### src/rtl/tds_pkg.sv
// Shared types and constants for the triangle depth sorter.
package tds_pkg;

  localparam int MAX_TRIANGLES_DEF = 64;
  localparam int IDX_W             = 16;
  localparam int DEPTH_W           = 32;
  localparam int KEY_W             = 34;

  // One stored triangle: sort key and the three vertex indices.
  typedef struct packed {
    logic signed [KEY_W-1:0] key;
    logic [IDX_W-1:0]        idx_a;
    logic [IDX_W-1:0]        idx_b;
    logic [IDX_W-1:0]        idx_c;
  } entry_t;

  typedef enum logic [2:0] {
    ST_IDLE,
    ST_SORT_INIT,
    ST_PASS_CHK,
    ST_RUN_CHK,
    ST_FETCH,
    ST_MERGE,
    ST_EMIT
  } state_t;

  // Commands from the controller to the datapath.
  typedef struct packed {
    logic load;
    logic sort_init;
    logic pass_init;
    logic pass_end;
    logic run_init;
    logic run_end;
    logic step;
    logic emit_init;
    logic emit_rd;
  } ctrl_cmd_t;

  // Status from the datapath to the controller.
  typedef struct packed {
    logic sort_done;
    logic pass_done;
    logic run_done;
    logic emit_last;
  } dp_status_t;

endpackage

### src/rtl/tds_ctrl.sv
// Sequencing state machine: load, merge passes, emit.
module tds_ctrl (
  input  logic                clk,
  input  logic                rst_n,
  input  logic                start,
  input  logic                last_in,
  input  tds_pkg::dp_status_t status,
  output tds_pkg::ctrl_cmd_t  cmd,
  output logic                busy
);
  import tds_pkg::*;

  state_t state_r;
  state_t state_nxt;

  always_ff @(posedge clk) begin
    if (!rst_n) begin
      state_r <= ST_IDLE;
    end else begin
      state_r <= state_nxt;
    end
  end

  always_comb begin
    state_nxt = state_r;
    unique case (state_r)
      ST_IDLE: begin
        if (start && last_in) state_nxt = ST_SORT_INIT;
      end
      ST_SORT_INIT: state_nxt = ST_PASS_CHK;
      ST_PASS_CHK: begin
        state_nxt = status.sort_done ? ST_EMIT : ST_RUN_CHK;
      end
      ST_RUN_CHK: begin
        state_nxt = status.pass_done ? ST_PASS_CHK : ST_FETCH;
      end
      ST_FETCH: begin
        state_nxt = status.run_done ? ST_RUN_CHK : ST_MERGE;
      end
      ST_MERGE: state_nxt = ST_FETCH;
      ST_EMIT: begin
        if (status.emit_last) state_nxt = ST_IDLE;
      end
      default: state_nxt = ST_IDLE;
    endcase
  end

  always_comb begin
    cmd  = '0;
    busy = (state_r != ST_IDLE);
    unique case (state_r)
      ST_IDLE:      cmd.load = start;
      ST_SORT_INIT: cmd.sort_init = 1'b1;
      ST_PASS_CHK: begin
        if (status.sort_done) cmd.emit_init = 1'b1;
        else                  cmd.pass_init = 1'b1;
      end
      ST_RUN_CHK: begin
        if (status.pass_done) cmd.pass_end = 1'b1;
        else                  cmd.run_init = 1'b1;
      end
      ST_FETCH: begin
        if (status.run_done) cmd.run_end = 1'b1;
      end
      ST_MERGE:     cmd.step = 1'b1;
      ST_EMIT:      cmd.emit_rd = 1'b1;
      default:      cmd = '0;
    endcase
  end

endmodule

### config.mk
export PLATFORM = sky130hd
export DESIGN_NAME = tds_ctrl
export DESIGN_NICKNAME = d
export VERILOG_FILES = /design/src/rtl/tds_pkg.sv /design/src/rtl/tds_ctrl.sv
export SDC_FILE = /design/constraint.sdc
export NUM_CORES = 1
export LEC_CHECK = 0
export ABC_AREA = 1
export BUFFER_PORTS_ARGS = -buffer_cell sky130_fd_sc_hd__buf_4
export CAP_MARGIN = 30
export CORE_AREA = 2 2 39 41
export DETAILED_ROUTE_END_ITERATION = 16
export DIE_AREA = 0 0 41 43
export PLACE_DENSITY = 0.5
export SYNTH_ARGS = -nofsm -noshare
export SYNTH_HDL_FRONTEND = slang
export SYNTH_SLANG_ARGS = --single-unit
### constraint.sdc
create_clock -name clk -period 2.72 [get_ports clk]
set_input_delay 0.544 -clock clk [delete_from_list [all_inputs] [get_ports clk]]
set_output_delay 0.544 -clock clk [all_outputs]
set_load 0.02 [all_outputs]
# Word level (Yosys, flattened, before mapping)
# Index checks and enable logic that the tools add are counted.
# totals
regBits	3
in_bits	8
out_inout_bits	10
wordCells	32
# op_classes
eq_ne	8
muxes	19
reduce_logical	4
# op_table
op	n
$pmux W3 S7	1
$mux W3	5
$mux W1	12
$eq A3 B3 Y1 const B	3
$eq A3 B2 Y1 const B	2
$ne A2 B2 Y1 const B	2
$eq A3 B1 Y1 const B	1
$logic_not A3 Y1	1
$reduce_bool A3 Y1	1
$mux W2	1
$reduce_and A2 Y1	1
$logic_and A1 B1 Y1	1

# Depth between registers and ports, before layout
# depth
ltp_word	3
ltp_mapped	6

# Worst setup path before layout
# No wires, ideal clock.
# synth_timing
path_kind	input-to-output
from	input port status[2] in the netlist's numbering
to	output port cmd[5] in the netlist's numbering
arrival_ns	1.066
setup_slack_ns	1.110
stages	2
n_path_buf	0
path_cell_list	inv_1 > nor3_1
# synth_rtl
element	line	source
start, declared	tds_ctrl.sv:7	input tds_pkg::dp_status_t status,
end, declared	tds_ctrl.sv:8	output tds_pkg::ctrl_cmd_t cmd,

==> run_results.csv <==
group,metric,value,unit
run_status,status,"complete, no violations",
finish,regArea,60.1,µm²
clock_network,cts_resized,0,
finish,layout_commonest_cell,"buf_4",
timing,finalMaxSlewViolations,0,
timing,final.setup.tns,0,ps
timing,slew_headroom,0.785,
finish,design_area,429,µm²
critical_path,criticalPathCategory,"reg -> out",
drt,drc,0,
clock_network,path_clk_slew,30,ps
die,rows,14,
timing,layout_min_cycle_time,1750,ps
place,hpwl,551,µm
global_routing,grt_usage,0.0863,
die,die_area,1760,µm²
drt,ant_nets,0,
critical_path,crit_path_start_kind,"flop",
critical_path,crit_path_max_fanout,9,
timing,final-hold-violation-count,0,
finish,top_register,"state_r",
timing,setup_viol,0,
logic_synthesis,ys_seq_elements,3,
global_routing,grt_pass1_wl,1.04,mm
logic_synthesis,synth_area_per_cell,5.36,µm²
global_routing,antenna_found_initial,0,
clock_network,cts_hold_buf,0,
critical_path,arrival,1210,ps
die,core_area,1380,µm²
finish,multi_input_area,150,µm²
logic_synthesis,synthesis.nets,57,
global_routing,grt_overflow,0,
clock_network,numClockSinks,3,
global_routing,grt_pass1_vias,282,
clock_network,numCtsBuffers,3,
clock_network,clk_path_buf_depth,2,
hold_path,worstHoldPathCells,3,
die,pin_count,18,
power,pwr_density_cell,679,nW/µm²
hold_path,min_path_type,"in -> reg",
drt,dr.pass1.iters,2,
finish,drive_gt1_frac,0.348,
place,gp_congestion,0.785,
timing,min_period_over_period,0.643,
logic_synthesis,ys_types,13,
power,total_power,291,µW
die,start_util,0.190,
logic_synthesis,netlist_area,263,µm²
power,vdd_drop_max,398,µV
critical_path,ff2ff_path_depth,5,
finish,layout_common_cells,"buf_4, inv_1, nand2_1",
drt,wl,645,µm
clock_network,clk_latency,230,ps
run,drv_cap,0,
drt,avgViaCountPerCell,4.00,
global_routing,grt_max_degree,10,
timing,rsz0062_at_grt,"false",
finish,largest_reg_flops,3,
clock_network,cts_tree,"built",
critical_path,rrSetupSlack,1550,ps
critical_path,required,2180,ps
die,die_w,41,µm
clock_network,cts_root_buf,"clkbuf_4",
clock_network,htreeDepth,1,
drt,drtIter0Drc,7,
timing,fin_skew,4.05,ps
timing,max_freq,571,MHz
drt,avgRoutedWirePerCell,7.59,µm
finish,antennaDiodeCount,0,
timing,worstMarginPinSlew,322,ps
place,dp_cells,81,
critical_path,end_kind,"output pin",
place,placed_area,403,µm²
finish,nets,78,
finish,reg_top3,"state_r x3",
finish,final_core_util,0.310,
hold_path,worstHoldStart,"rst_n",
finish,fillers,166,
logic_synthesis,ys_warn_count,0,
logic_synthesis,ys_seq_area_frac,0.229,
logic_synthesis,synthCells,49,
drt,dr_total_vias,340,
place,port_buffers,17,
critical_path,timing.rr.end,"state_r[2]$_SDFFE_PN0P_",
finish,areaGrowthSynthToFinish,63.3,%
hold_path,holdPathEnd,"state_r[2]$_SDFFE_PN0P_",
critical_path,reg2reg_from,"state_r[2]$_SDFFE_PN0P_",
die,die_h,43,µm
clock_network,postCtsSetupRepairBufs,0,
power,p_leak,0.285,nW
finish,stdcell_count,85,
how the worst max path moves through the flow:
stage                                        from  cells past startpoint  endpoint  slack (ps)
after floorplan                         status[2]                      2    cmd[5]        1110
after global placement                  status[2]                      4    cmd[5]        1180
after detailed placement                status[2]                      4    cmd[5]        1170
after CTS                 state_r[2]$_SDFFE_PN0P_                      4    cmd[1]         960
after global routing      state_r[2]$_SDFFE_PN0P_                      4    cmd[1]         900
final                     state_r[2]$_SDFFE_PN0P_                      4    cmd[1]         970
area by class of cell:
type / count / area share
clock buffer: 4 / 0.0612
tap: 16 / 0.0466
inverter: 12 / 0.105
sequential: 3 / 0.140
timing repair buffer: 17 / 0.297
multi-input combinational: 33 / 0.350
synth_stat cells:
cell type / n / area, µm²
inv_1: 11 / 41.3
nand2_1: 11 / 41.3
nor2_1: 7 / 26.3
nand3_1: 6 / 30.0
dfxtp_1: 3 / 60.1
nor2_2: 3 / 18.8
nor3_1: 2 / 10.0
a21oi_1: 1 / 5.00
buf_4: 1 / 7.51
inv_2: 1 / 3.75
nand4_1: 1 / 6.26
o21ai_0: 1 / 5.00
o21bai_1: 1 / 7.51
report_power, final:
group          internal (mW)  switching, mW  total [mW]
sequential            0.0540         0.0180      0.0720
combinational         0.0598         0.0840       0.144
clock                 0.0548         0.0208      0.0756
total                  0.169          0.123       0.291
per-layer routing:
layer / wire length [µm] / GRT usage / vias to the layer above
li1: - / - / 188
met1: 305 / 0.119 / 144
met2: 294 / 0.113 / 8
met3: 45 / 0.0524 / 0
met4: 0 / 0.0200 / 0
met5: 0 / 0 / -
critical path, stage by stage (launching register included):
cell,delay [ps]
dfxtp_1,500
inv_1,150
nand4_1,140
inv_1,50
buf_4,150
cell families after synthesis:
kind of cell	synth area share
simple gates	0.505
buf+inv	0.200
flops	0.229
compound gates	0.0666
stage by stage:
stage / worst slack, ps / hold slack, ps
2_1_floorplan: 1110 / 613
3_3_place_gp: 1180 / 678
3_5_place_dp: 1170 / 673
4_1_cts: 956 / 527
5_1_grt: 903 / 564
6_report: 970 / 528
(Power assumes the default switching activity.)
